[config.mk]
export PLATFORM = sky130hd
export DESIGN_NAME = erc_ram
export DESIGN_NICKNAME = d
export VERILOG_FILES = /design/src/design/erc_ram.sv
export SDC_FILE = /design/constraint.sdc
export NUM_CORES = 1
export LEC_CHECK = 0
export BUFFER_PORTS_ARGS = -buffer_cell sky130_fd_sc_hd__buf_2
export CAP_MARGIN = 10
export CORE_MARGIN = 10
export CORE_UTILIZATION = 32
export DETAILED_ROUTE_END_ITERATION = 6
export GPL_ROUTABILITY_DRIVEN = 0
export PLACE_DENSITY = 0.46
export SLEW_MARGIN = 20
export SYNTH_ARGS = -nofsm -noshare
export SYNTH_HDL_FRONTEND = slang
export SYNTH_SLANG_ARGS = --single-unit
[constraint.sdc]
create_clock -name clk -period 4.1 [get_ports clk]
set_input_delay 0.615 -clock clk [delete_from_list [all_inputs] [get_ports clk]]
set_output_delay 0.615 -clock clk [all_outputs]
set_load 0.02 [all_outputs]
[src/design/erc_ram.sv]
// ----------------------------------------------------------------------------
// erc_ram
// Generic single write port, single read port RAM with registered read data.
// ----------------------------------------------------------------------------
module erc_ram #(
  parameter int unsigned WIDTH = 1,
  parameter int unsigned DEPTH = 1024
) (
  input  logic                     clk,
  input  logic                     we,
  input  logic [$clog2(DEPTH)-1:0] waddr,
  input  logic [WIDTH-1:0]         wdata,
  input  logic                     re,
  input  logic [$clog2(DEPTH)-1:0] raddr,
  output logic [WIDTH-1:0]         rdata
);

  logic [WIDTH-1:0] mem [DEPTH];

  always_ff @(posedge clk) begin
    if (we) begin
      mem[waddr] <= wdata;
    end
    if (re) begin
      rdata <= mem[raddr];
    end
  end

endmodule

# After elaboration in Yosys (flattened, before gate mapping)
# Memories as Yosys holds them, arrays and structs flattened. A register that Yosys moved wholly into a read port is not among the register bits.
# Cells that the tools add are included.
dict set report totals {
  output_inout_bits 1
  reg_bits 0
  memories 1
  mem_bits_rw 1024
}
# name depth width rd rd_clocked_by_memory_dff wr line_no
set memory_table {}
lappend memory_table {mem 1024 1 1 1 1 18} ;# logic [WIDTH-1:0] mem [DEPTH];
dict set report classes {
  mux 2
}
# op n
set ops {}
lappend ops {{$mux W1} 2}

# Depth between registers and ports, before layout
dict set report logic_depth {
  depth_word 2
  mapped_depth 15
  depth_no_buf 8
}

# Worst setup path before layout
# OpenSTA, ideal clock, no wires.
dict set report synth_path {
  path_kind {input-to-reg}
  start {in raddr[0]}
  end {reg rdata, read port of mem, data pin}
  stages 10
  setup_time_ns 0.275
  t_required_ns 3.825
  slack_ns 1.073
  arrival_time_ns 2.752
  path_cell_list {buf_6 buf_12 buf_12 buf_2 mux4_2 mux4_2 a211oi_1 nor2_1 o311ai_1 o2111ai_1}
}
# element line_no
set synth_lines {}
lappend synth_lines {{start, declared} 14} ;# input logic [$clog2(DEPTH)-1:0] raddr,
lappend synth_lines {{end, declared} 15} ;# output logic [WIDTH-1:0] rdata

==> flow_metrics.env <==
export IMPL_detailedRoute_firstIterationViolations=2963
export IMPL_grt_pass1_vias=26900
export IMPL_finalSetupTns_ps=0
export IMPL_wire_per_inst_um=27.97
export IMPL_hold_class="input pin to flop"
export IMPL_numCtsBuffers=107
export IMPL_synthDistinctLibCells=55
export IMPL_fill_cells=13230
export IMPL_synth_edf_count=1025
export IMPL_cts_sinks=1025
export IMPL_setup_violations=0
export IMPL_grt_pass1_wl_um=199600
export IMPL_hold_viol=0
export IMPL_syn_cell_area_mm2=0.04467
export IMPL_period_minus_slack_ps=3110
export IMPL_synth_warnings=0
export IMPL_cp_max_fo=22
export IMPL_cts_tree="done"
export IMPL_seq_area_mm2=0.03078
export IMPL_dr_pass1_iters=6
export IMPL_ant_nets=0
export IMPL_io_pins=25
export IMPL_slew_limit_headroom_pct=28.99
export IMPL_status="completed"
export IMPL_place_area_mm2=0.04736
export IMPL_syn_nets=3136
export IMPL_path_clk_slew_ps=60
export IMPL_grt_max_degree=178
export IMPL_cap_violations=0
export IMPL_via_count=26980
export IMPL_holdBufCountCts=0
export IMPL_synthCells=3112
export IMPL_multiInputGateArea_mm2=0.01256
export IMPL_fin_area_mm2=0.05079
export IMPL_cp_required_ps=4530
export IMPL_clockBufferDepth=3
export IMPL_cts_resized=0
export IMPL_drt_total_wl_um=141700
export IMPL_clock_fmax_mhz=321.6
export IMPL_ys_flop_type="edfxtp_1"
export IMPL_cts_setup_buffers=0
export IMPL_initial_core_util_pct=32.13
export IMPL_rows=137
export IMPL_powerDensity_mw_per_mm2=442.5
export IMPL_viasPerCell=5.325
export IMPL_htreeDepth=3
export IMPL_die_x_um=393.6
export IMPL_ys_seq_area_share_pct=68.91
export IMPL_die_area_mm2=0.1549
export IMPL_fin_crit_sh_pct=75.85
export IMPL_coreArea_mm2=0.1390
export IMPL_async_flop_share_pct=0
export IMPL_drcViolationCount=0
export IMPL_rsz0062_at_grt="false"
export IMPL_clk_latency_ps=710
export IMPL_track_usage_pct=17.77
export IMPL_critPathKind="input pin to flop"
export IMPL_syn_avg_cell_area_um2=14.35
export IMPL_synth_seq_cells=1025
export IMPL_port_buffers=24
export IMPL_critPathLaunchType="input pin"
export IMPL_slew_violations=0
export IMPL_die_y_um=393.6
export IMPL_worst_endpoint_arrival_ps=3540
export IMPL_gr_total_overflow=0
export IMPL_p_leak_uw=0.01507
export IMPL_timing_critical_path_to_type="flop"
export IMPL_area_growth_pct=13.72
export IMPL_drive_gt1_share_pct=18.01
export IMPL_antenna_found_initial=10
export IMPL_final_nets=3126
export IMPL_vdd_drop_max_mv=0.3482
export IMPL_fin_skew_ps=22.32
export IMPL_tightest_slew_ps=1063
export IMPL_cts_root_buf="clkbuf_16"
export IMPL_hpwlAfterDp_um=75730
==> cells in the final DEF, fill, tap and decap left out, drive strengths merged, types with 13 or more instances in the layout <==
| cell | count |
|---|---|
| nor2 | 1036 |
| edfxtp | 1025 |
| mux4 | 214 |
| buf | 184 |
| clkbuf | 133 |
| mux2i | 123 |
| nand2 | 86 |
| o221ai | 49 |
| clkinv | 48 |
| nor3 | 37 |
| a21oi | 37 |
| nand3 | 37 |
| o22ai | 28 |
| a22oi | 17 |
| o21ai | 13 |
==> logic make-up (layout without fill, tap and decap cells) <==
logic type / Yosys count / in the layout / share of synthesized area [%]
buf+inv: 309 / 385 / 3.297
compound gates: 178 / 178 / 2.829
simple gates: 1260 / 1260 / 11.22
other cells: 0 / 2 / 0
mux: 340 / 340 / 13.74
flops: 1025 / 1025 / 68.91
==> per-layer routing <==
layer	routed length [um]	track usage [%]
met1	59110	23.66
met5	21	0
met3	9228	2.505
met2	69850	30.24
met4	3492	4.927
==> power breakdown <==
| part | internal (uW) | switching (uW) | total (uW) |
|---|---|---|---|
| sequential | 11500 | 4.78 | 11500 |
| clock | 5600 | 4090 | 9690 |
| combinational | 423 | 827 | 1250 |
==> through the flow <==
step / cells / power (uW) / setup slack [ps] / hold slack, ps / util, %
detailed placement: 4869 / 13020 / 290.8 / 824.9 / 34.07
global placement: 4869 / 13000 / 16.85 / 822.0 / 34.06
floorplan: 3112 / 12430 / 1073 / 713.9 / -
finish: 5066 / 22480 / 990.2 / 101.8 / 36.54
CTS: 5064 / 22680 / 1039 / 50.66 / 36.53
global route: 5064 / 23150 / 756.7 / 83.49 / 36.53
==> sequential cells by signal, indices dropped and copies added, names as in the netlist <==
| name | count |
|---|---|
| mem | 1024 |
| rdata | 1 |
==> cell type report <==
cell class | instances | share of cell area (%)
sequential | 1025 | 60.60
clock inverter | 62 | 1.121
tap | 1876 | 4.621
timing repair buffer | 184 | 3.252
clock buffer | 133 | 5.631
multi-input combinational | 1778 | 24.72
inverter | 6 | 0.04434
antenna | 2 | 0.009853
==> worst max-delay path, stage by stage <==
cell,delay [ps]
buf_8,260
buf_4,390
mux4_2,560
a22o_1,240
a221oi_1,370
o21ai_0,170
nor3_1,160
buf_4,170
a311oi_1,110
nor4_1,230
o2111ai_1,160
==> worst paths after layout <==
kind,endpoint,from,slack [ps],cells after the start
hold / removal,rdata$_DFFE_PP_,re,100,1
setup / recovery,rdata$_DFFE_PP_,raddr[0],990,11
setup reg to reg,rdata$_DFFE_PP_,mem[540]$_DFFE_PP_,1220,8
hold reg to reg,rdata$_DFFE_PP_,mem[425]$_DFFE_PP_,1300,8
==> Yosys cell counts (all sizes together) (3+ instances only) <==
cell type / count / area [um^2]
nand4: 10 / 62.56
and3: 4 / 25.02
a22oi: 17 / 127.6
o221ai: 49 / 429.2
edfxtp: 1025 / 30780
a21oi: 37 / 185.2
nor4: 5 / 31.28
a2111oi: 6 / 52.55
mux2i: 123 / 1231
nor2: 1036 / 3889
nand2b: 8 / 50.05
nor3b: 8 / 60.06
a211oi: 4 / 30.03
o21ai: 13 / 65.06
buf: 114 / 729.5
nand2: 86 / 322.8
nor3: 37 / 185.2
nand3: 37 / 185.2
mux4: 214 / 4872
and2: 6 / 37.54
clkbuf: 189 / 720.7
nor2b: 11 / 68.82
a22o: 4 / 35.03
o22ai: 28 / 175.2
a31oi: 4 / 25.02
mux2: 3 / 33.78
a311oi: 3 / 26.28
inv: 4 / 15.01
and3b: 3 / 26.28
Note: power is estimated with default switching activity, not from simulation.
