$ cat config.mk
export PLATFORM = sky130hd
export DESIGN_NAME = erc_trip
export DESIGN_NICKNAME = d
export VERILOG_FILES = /design/src/design/erc_pkg.sv /design/src/design/erc_trip.sv
export SDC_FILE = /design/constraint.sdc
export NUM_CORES = 1
export LEC_CHECK = 0
export BUFFER_PORTS_ARGS = -buffer_cell sky130_fd_sc_hd__buf_2
export CORE_ASPECT_RATIO = 1.4
export CORE_MARGIN = 2
export CORE_UTILIZATION = 25
export DETAILED_ROUTE_END_ITERATION = 10
export PLACE_DENSITY = 0.43
export SETUP_SLACK_MARGIN = 0.5
export SKIP_LAST_GASP = 1
export SLEW_MARGIN = 10
export SYNTH_ARGS = -nofsm -noshare
export SYNTH_HDL_FRONTEND = slang
export SYNTH_SLANG_ARGS = --single-unit
$ cat constraint.sdc
create_clock -name vclk -period 16.8
set_input_delay 0.84 -clock vclk [all_inputs]
set_output_delay 0.84 -clock vclk [all_outputs]
set_load 0.03 [all_outputs]
$ cat src/design/erc_pkg.sv
// ----------------------------------------------------------------------------
// erc_pkg
// Shared types and constants of the echo reply tracker: channel items,
// status codes, ICMP type codes, register indexes and time constants.
// ----------------------------------------------------------------------------
package erc_pkg;

  localparam int unsigned SEQ_W      = 16;
  localparam int unsigned CFG_IDX_W  = 8;
  localparam int unsigned CFG_DATA_W = 16;
  localparam int unsigned SUM_W      = 48;

  // Result status codes.
  localparam logic [1:0] STATUS_SENT      = 2'd0;
  localparam logic [1:0] STATUS_ACCEPTED  = 2'd1;
  localparam logic [1:0] STATUS_DUPLICATE = 2'd2;
  localparam logic [1:0] STATUS_REJECTED  = 2'd3;

  // Input function codes.
  localparam logic FUNC_SEND    = 1'b0;
  localparam logic FUNC_RECEIVE = 1'b1;

  // ICMP message types.
  localparam logic [7:0] TYPE_ECHO_REPLY    = 8'd0;
  localparam logic [7:0] TYPE_TIME_EXCEEDED = 8'd11;

  // Configuration register indexes.
  localparam logic [CFG_IDX_W-1:0] REG_DATA_LENGTH    = 8'd0;
  localparam logic [CFG_IDX_W-1:0] REG_OWN_IDENTIFIER = 8'd1;

  localparam logic [15:0] DATA_LENGTH_RESET = 16'd32;
  localparam logic [15:0] OWN_IDENT_RESET   = 16'd0;
  localparam int unsigned HEADER_BYTES      = 8;

  // Time constants.
  localparam int unsigned USEC_PER_SEC   = 1000000;
  localparam int unsigned TENTHS_PER_SEC = 10000;
  localparam int unsigned USEC_PER_TENTH = 100;
  localparam int unsigned TENTHS_PER_MS  = 10;

  // Reciprocal for the microsecond to tenth-of-millisecond division. It is
  // exact for every dividend below 2^20.
  localparam int unsigned RECIP_SHIFT = 27;
  localparam int unsigned RECIP_TENTH =
    ((1 << RECIP_SHIFT) + USEC_PER_TENTH - 1) / USEC_PER_TENTH;

  typedef struct packed {
    logic        func;
    logic [15:0] total_length;
    logic [7:0]  msg_type;
    logic [15:0] icmp_ident;
    logic [15:0] icmp_sequence;
    logic [31:0] stamp_sec;
    logic [19:0] stamp_usec;
    logic [31:0] now_sec;
    logic [19:0] now_usec;
    logic [31:0] send_ms;
    logic [31:0] recv_ms;
  } in_item_t;

  typedef struct packed {
    logic [1:0]       status;
    logic [31:0]      trip_time;
    logic [15:0]      sent_sequence;
    logic [31:0]      sent_total;
    logic [31:0]      received_total;
    logic [31:0]      duplicate_total;
    logic [31:0]      minimum_trip;
    logic [31:0]      maximum_trip;
    logic [SUM_W-1:0] trip_sum;
  } out_item_t;

  typedef struct packed {
    logic [CFG_IDX_W-1:0]  index;
    logic [CFG_DATA_W-1:0] value;
  } cfg_item_t;

endpackage

$ cat src/design/erc_trip.sv
// ----------------------------------------------------------------------------
// erc_trip
// Round-trip time in tenths of a millisecond, from the embedded timestamp
// for echo replies or from the millisecond stamps for time-exceeded ones.
// ----------------------------------------------------------------------------
module erc_trip (
  input  erc_pkg::in_item_t item,
  input  logic              echo_sel,
  output logic [31:0]       trip
);
  import erc_pkg::*;

  localparam logic signed [20:0] USEC_WRAP = 21'(USEC_PER_SEC);
  localparam logic [20:0]        RECIP_L   = 21'(RECIP_TENTH);

  logic signed [20:0] du;
  logic signed [20:0] du_adj;
  logic               borrow;
  logic               du_neg;
  logic [19:0]        du_abs;
  logic [40:0]        recip_prod;
  logic [13:0]        tenths;
  logic [31:0]        tenths_ext;
  logic [31:0]        ds;
  logic [31:0]        echo_trip;
  logic [31:0]        ms_diff;
  logic [31:0]        te_trip;

  always_comb begin
    du     = $signed({1'b0, item.now_usec}) - $signed({1'b0, item.stamp_usec});
    borrow = du[20];
    du_adj = borrow ? du + USEC_WRAP : du;
    du_neg = du_adj[20];
    du_abs = du_neg ? 20'(-du_adj) : du_adj[19:0];

    // Division by 100 truncates toward zero, so the magnitude is divided and
    // the sign put back afterwards.
    recip_prod = {21'd0, du_abs} * {20'd0, RECIP_L};
    tenths     = recip_prod[RECIP_SHIFT +: 14];
    tenths_ext = du_neg ? -{18'd0, tenths} : {18'd0, tenths};

    ds        = item.now_sec - item.stamp_sec - {31'd0, borrow};
    echo_trip = ds * 32'(TENTHS_PER_SEC) + tenths_ext;

    ms_diff = item.recv_ms - item.send_ms;
    te_trip = {ms_diff[28:0], 3'd0} + {ms_diff[30:0], 1'b0};

    trip = echo_sel ? echo_trip : te_trip;
  end

endmodule

# Yosys cells after proc, flatten, opt, wreduce, memory -nomap -nowiden
# Index checks and enable logic that the tools add are counted.
# totals
ff_bits	0
inputBits	226
out_inout_bits	32
word_cells	15
# op_classes
addsub	9
mul	2
n_mux	4
# op_table
op	count
$add A32 B32 Y32	2
$mux W32	2
$mul A20 B20 Y40 const B	1
$mul A32 B10 Y28 const B	1
$neg A14 Y32	1
$sub A32 B1 Y32	1
$sub A32 B32 Y32	1
$sub A31 B31 Y31	1
$add A21 B21 Y21 const B	1
$mux W21	1
$sub A20 B20 Y21	1
$mux W20	1
$neg A20 Y20	1

# Longest topological paths before layout
# Gate-level depths: netlist of the first run.
# logic_depth
word_depth	10
ltp_mapped	62
mapped_depth_nobuf	61

# Worst setup path before layout of the first run
# No wires, ideal clock.
# synth_path
kind	input port to output port
startpoint	input port item[64] in the netlist's numbering
endpoint	output port trip[31]
arrival_time_ns	14.217
required_time_ns	15.960
slack_ns	1.743
cell_stages	60
path_buffers	2
path_cell_list	inv_1 -> ha_1 -> fa_1 -> nand2b_1 -> a21o_1 -> nand2_1 -> xor2_1 -> ha_1 -> inv_1 -> o32ai_1 -> a41oi_2 -> o2111ai_2 -> clkbuf_1 -> buf_1 -> nor2_1 -> xnor2_1 -> ha_1 -> fa_1 -> [... 24 more ...] -> ha_1 -> nor2_1 -> a21oi_1 -> ha_1 -> nand4_1 -> a211oi_1 -> nor2_1 -> a211o_1 -> o21ai_0 -> o41a_1 -> nand2_1 -> a21boi_0 -> o21ai_0 -> o21ai_0 -> o21ai_0 -> xnor2_1 -> xnor3_1 -> mux2i_1
# synth_between
elab_chain_cells	10
elab_cells_between_ends	12
classes_between	6 x add/sub; 2 x mul; 4 x mux
# synth_rtl
item	line_no	rtl
start, declared	erc_trip.sv:7	input erc_pkg::in_item_t item,
$sub A20 B20 Y21 *	erc_trip.sv:30	du = $signed({1'b0, item.now_usec}) - $signed({1'b0, item.stamp_usec});
$add A21 B21 Y21	erc_trip.sv:32	du_adj = borrow ? du + USEC_WRAP : du;
$mux W21	erc_trip.sv:32	
$neg A20 Y20	erc_trip.sv:34	du_abs = du_neg ? 20'(-du_adj) : du_adj[19:0];
$mux W20	erc_trip.sv:34	
$mul A20 B20 Y40	erc_trip.sv:38	recip_prod = {21'd0, du_abs} * {20'd0, RECIP_L};
$neg A14 Y32	erc_trip.sv:40	tenths_ext = du_neg ? -{18'd0, tenths} : {18'd0, tenths};
$mux W32	erc_trip.sv:40	
$add A32 B32 Y32 *	erc_trip.sv:43	echo_trip = ds * 32'(TENTHS_PER_SEC) + tenths_ext;
$mux W32 *	erc_trip.sv:48	trip = echo_sel ? echo_trip : te_trip;
end, declared	erc_trip.sv:9	output logic [31:0] trip
# Every way passes the cells marked *; elsewhere a longest branch is shown, timed or not.

# Final worst setup path of the first run
# Same ends and word-level chain as after synthesis.

==> qor.csv, run 1 <==
metric,value,unit
WP data arrival,14.43,ns
DIE HEIGHT,336,µm
sequential-to-total area share from yosys stat,0,%
leading cell types by count after synthesis,"618 x inv_1, 451 x ha_1, 205 x fa_1",
post-synthesis instance area,19700,µm²
most used cell along the critical path,fa_1,
total vias in the final route,16466,
transition time of the tightest slew-check pin,0.989,ns
drt drc,0,
iteration count of the initial detailed-routing pass,7,
Worst Setup End Kind,output pin,
maximum fanout along the worst path,9,
core outline area,78000,µm²
net count reported at finish,3547,
path length in cells of the critical path,60,
clock buf count,0,
HP Start,item[32],
top-count cell post-synth,inv_1,
highest routed metal layer,met4,
average footprint of a synthesized cell,8.01,µm²
number of placement rows,121,
Min-Delay Path Class,input port to output pin,
Min-Delay Endpoint,trip[1],
via count of the first global-routing pass,17505,
Inserted Diodes,0,
worst max-slew margin expressed relative to the limit,34.1,%
Final HPWL DP,50.1,mm
crit path launch type,input port,
antenna-violating nets left,0,
antenna violations before repair,2,
fraction of the cycle the final worst path needs,90.9,%
number of warnings issued by yosys,0,
IO buf count,191,
largest net degree at the start of global routing,58,
count of routing violations after the opening detailed-route iteration,444,
area share of the largest cell type after synthesis,28.7,%
Overflow after GRT,0,
crit-path max cell delay,0.59,ns
WL met2,30.5,mm
Post-Syn Instances,2460,
Final min period,15.27,ns
Worst Path Buf+Inv,9,
routability congestion estimate from global placement,0.819,
largest delay contributor family on the critical path,adder cells,
filler-free cell count of the finished design,3708,
floorplan die area,81100,µm²
RSZ-0062 raised after global routing,yes,
placed cell count,3702,
global-route wire length before repair,90.1,mm
status,finished clean,
routed wire length,54.7,mm
critical path's slowest cell,or4_1,
number of flip-flops and latches,0,
final count of negative-setup-slack endpoints,0,
top cells by area in the synthesized netlist,"ha_1 29%, fa_1 21%, inv_1 12%",
Max Cap Violations,0,
fraction of final layout cells sized beyond drive strength 1,10.9,%
synth-to-layout area growth,12.4,%
required time at the worst-slack endpoint,15.96,ns
I/O pin total,258,
wire per inst,14.8,µm
met3 wire len,1.48,mm
highest clock frequency the design can meet,65.5,MHz
width of the die,241,µm
count of cells along the worst hold path,4,
M1 WL,21.4,mm
total count of hold-check failures in the final report,0,
WS Path Type,input port to output pin,
"Net Count, Synth",3342,
total track usage,13.8,%
footprint of the flip-flops and latches,0,µm²
number of slew-limit violations in the final report,0,
cell type with the highest aggregate area in the netlist,ha_1,
post-detailed-route via-to-cell ratio,4.44,
starting density of the core,25.3,%
number of unique standard cell types used by synthesis,93,
post-route setup TNS,0,ns
## metal layers
metal | vias up | global-route usage (%)
li1 | 8480 | -
met1 | 7770 | 15.5
met2 | 179 | 27.9
met3 | 37 | 1.12
met4 | 0 | 2.59
met5 | - | 0
## cell type report
class                      count  area (µm²)
multi-input combinational   1815       17300
inverter                     619        2320
fill                        8636       55800
tap                         1045        1310
timing repair buffer         229        1250
## worst max-delay path by stage
stage | start | endpoint | slack (ns)
5_1_grt | item[64] | trip[31] | 0.45
3_3_place_gp | item[75] | trip[31] | 1.07
6_report | item[64] | trip[31] | 1.53
4_1_cts | item[75] | trip[31] | 0.99
2_1_floorplan | item[64] | trip[31] | 1.74
3_5_place_dp | item[75] | trip[31] | 1.03
## stage by stage
step | hold WS (ns) | util [%] | instance area, µm² | setup slack (ns)
floorplan | 1.97 | - | 19700 | 1.74
global placement | 2.20 | 28.2 | 22000 | 1.07
detailed placement | 2.20 | 28.2 | 22000 | 1.03
CTS | 2.20 | 28.2 | 22000 | 0.991
global route | 2.20 | 28.4 | 22100 | 0.452
finish | 2.17 | 28.4 | 22100 | 1.53
## layout by cell type (no fill, tap or decap), types with 18 or more instances in the layout
cell / instances
xor2_1: 64
a21o_1: 69
nand2_1: 106
nor2_1: 129
fa_1: 205
nor2b_1: 22
ha_1: 450
buf_4: 36
buf_2: 191
nand3_1: 38
inv_1: 618
o21bai_1: 18
and3_1: 23
nor3_1: 44
o21a_1: 18
nand2b_1: 27
o21ai_0: 80
xnor2_1: 128
a21oi_1: 146
## logic make-up (layout without fill, tap and decap cells)
| logic type | after synthesis | after routing | share of synthesized area (%) |
|---|---|---|---|
| compound gates | 476 | 476 | 16.2 |
| simple gates | 472 | 472 | 11.8 |
| xor+xnor | 195 | 195 | 8.82 |
| fa+ha+maj | 656 | 656 | 49.5 |
| buf+inv | 645 | 848 | 12.7 |
| mux | 16 | 16 | 0.915 |
## what timing repair did
action	in CTS	in global routing
setup buffers	0	6
setup endpoints to repair	0	7
gates resized for setup	0	22
hold buffers	0	0
Power of run 1 is not shown: default switching activity piles up to over one toggle a cycle in this logic, so the estimate is an artifact.
==> run 2: changes to the inputs <==
- BUFFER_PORTS_ARGS: -buffer_cell sky130_fd_sc_hd__buf_2 -> not set
- DONT_BUFFER_PORTS: not set -> 1
- PLACE_DENSITY: 0.43 -> 0.4
==> qor.csv, run 2 (synthesis results as in run 1) <==
metric,value,unit,change
fraction of the cycle the final worst path needs,91.4,%,+0.57 points
Overflow after GRT,0,,unchanged
DIE HEIGHT,336,µm,unchanged
most frequent cells in the layout,"618 x inv_1, 451 x ha_1, 205 x fa_1, 146 x a21oi_1, 128 x nor2_1",,
drt drc,0,,unchanged
crit path launch type,input port,,
number of slew-limit violations in the final report,0,,unchanged
Max Cap Violations,0,,unchanged
total vias in the final route,15964,,-3.0%
WS Path Type,input port to output pin,,
total count of hold-check failures in the final report,0,,unchanged
total track usage,13.8,%,-0.028 points
post-route setup TNS,0,ns,unchanged
maximum fanout along the worst path,11,,+2
routed wire length,54.5,mm,-0.36%
critical path's slowest cell,or4_1,,
status,finished clean,,
worst max-slew margin expressed relative to the limit,21.2,%,-13 points
transition time of the tightest slew-check pin,1.17,ns,+0.180 ns
WP data arrival,14.52,ns,+0.09 ns
wire per inst,15.5,µm,+5.1%
crit-path max cell delay,0.62,ns,+0.03 ns
fraction of final layout cells sized beyond drive strength 1,3.85,%,-7.1 points
number of flip-flops and latches,0,,unchanged
critical path launch point,item[64],,
IO buf count,0,,-100%
required time at the worst-slack endpoint,15.96,ns,about the same
floorplan die area,81100,µm²,unchanged
via count of the first global-routing pass,17309,,-1.1%
net count reported at finish,3353,,-5.5%
antenna-violating nets left,0,,unchanged
Final HPWL DP,50.6,mm,+0.95%
RSZ-0062 raised after global routing,yes,,
most frequent standard cell in the layout excluding fill and tap cells,inv_1,,
post-detailed-route via-to-cell ratio,4.54,,+2.3%
highest clock frequency the design can meet,65.1,MHz,-0.62%
width of the die,241,µm,unchanged
Inserted Diodes,0,,unchanged
number of buffers inserted by hold repair at cts,0,,unchanged
antenna violations before repair,0,,-2
clock buf count,0,,unchanged
termination of the worst setup path,trip[31],,
iteration count of the initial detailed-routing pass,5,,-2
starting density of the core,25.3,%,unchanged
count of routing violations after the opening detailed-route iteration,475,,+7.0%
Final min period,15.36,ns,+0.0958 ns
I/O pin total,258,,unchanged
largest net degree at the start of global routing,58,,unchanged
global-route wire length before repair,90.1,mm,about the same
routability congestion estimate from global placement,0.823,,+0.54%
final count of negative-setup-slack endpoints,0,,unchanged
core outline area,78000,µm²,unchanged
number of placement rows,121,,unchanged
synth-to-layout area growth,7.36,%,
footprint of the flip-flops and latches,0,µm²,unchanged
Min-Delay Path Class,input port to output pin,,
Worst Setup End Kind,output pin,,
[run 2: area by class of cell]
class	count	area [µm²]
fillers	8581	56800
inverters	619	2320
multi-input cells	1815	17200
well taps	1045	1310
repair buffers	35	263
[run 2: metrics by stage]
step	setup WS (ns)	utilization, %	cell area (µm²)	hold WS, ns	std cells
floorplan	1.74	-	19700	1.97	2460
global placement	0.856	27.0	21100	1.89	3513
detailed placement	0.775	27.0	21100	1.89	3513
CTS	0.709	27.0	21100	1.89	3513
global route	0.442	27.1	21100	1.81	3514
finish	1.44	27.1	21100	1.82	3514
[run 2: layer usage]
layer	vias to the layer above	share of wire [%]	track usage, %
met4	0	1.7	1.85
met2	202	57	28.7
met3	36	2.9	1.34
li1	8097	-	-
met5	-	0	0
met1	7629	38	14.8
[run 2: worst min path at each step]
stage	end	depth (start not counted)	slack [ns]	from
6_report	trip[28]	1	1.82	echo_sel
5_1_grt	trip[28]	1	1.81	echo_sel
4_1_cts	trip[27]	1	1.89	echo_sel
3_5_place_dp	trip[27]	1	1.89	echo_sel
3_3_place_gp	trip[27]	1	1.89	echo_sel
2_1_floorplan	trip[19]	2	1.97	echo_sel
[run 2: critical path, delay by kind of cell]
kind	cells	cell delay (ns)
xor gates and xnor gates	4	0.89
and+or+nand+nor	14	3.13
adders and majority gates	12	4.79
buffers and inverters	6	0.60
AOI/OAI and AO/OA	20	4.15
muxes	1	0.14
[run 2: what timing repair did]
action,CTS,global route
buffers inserted,0,1
gates resized for setup,0,14
setup endpoints to repair,0,10
Power of run 2 is left out for the same reason.
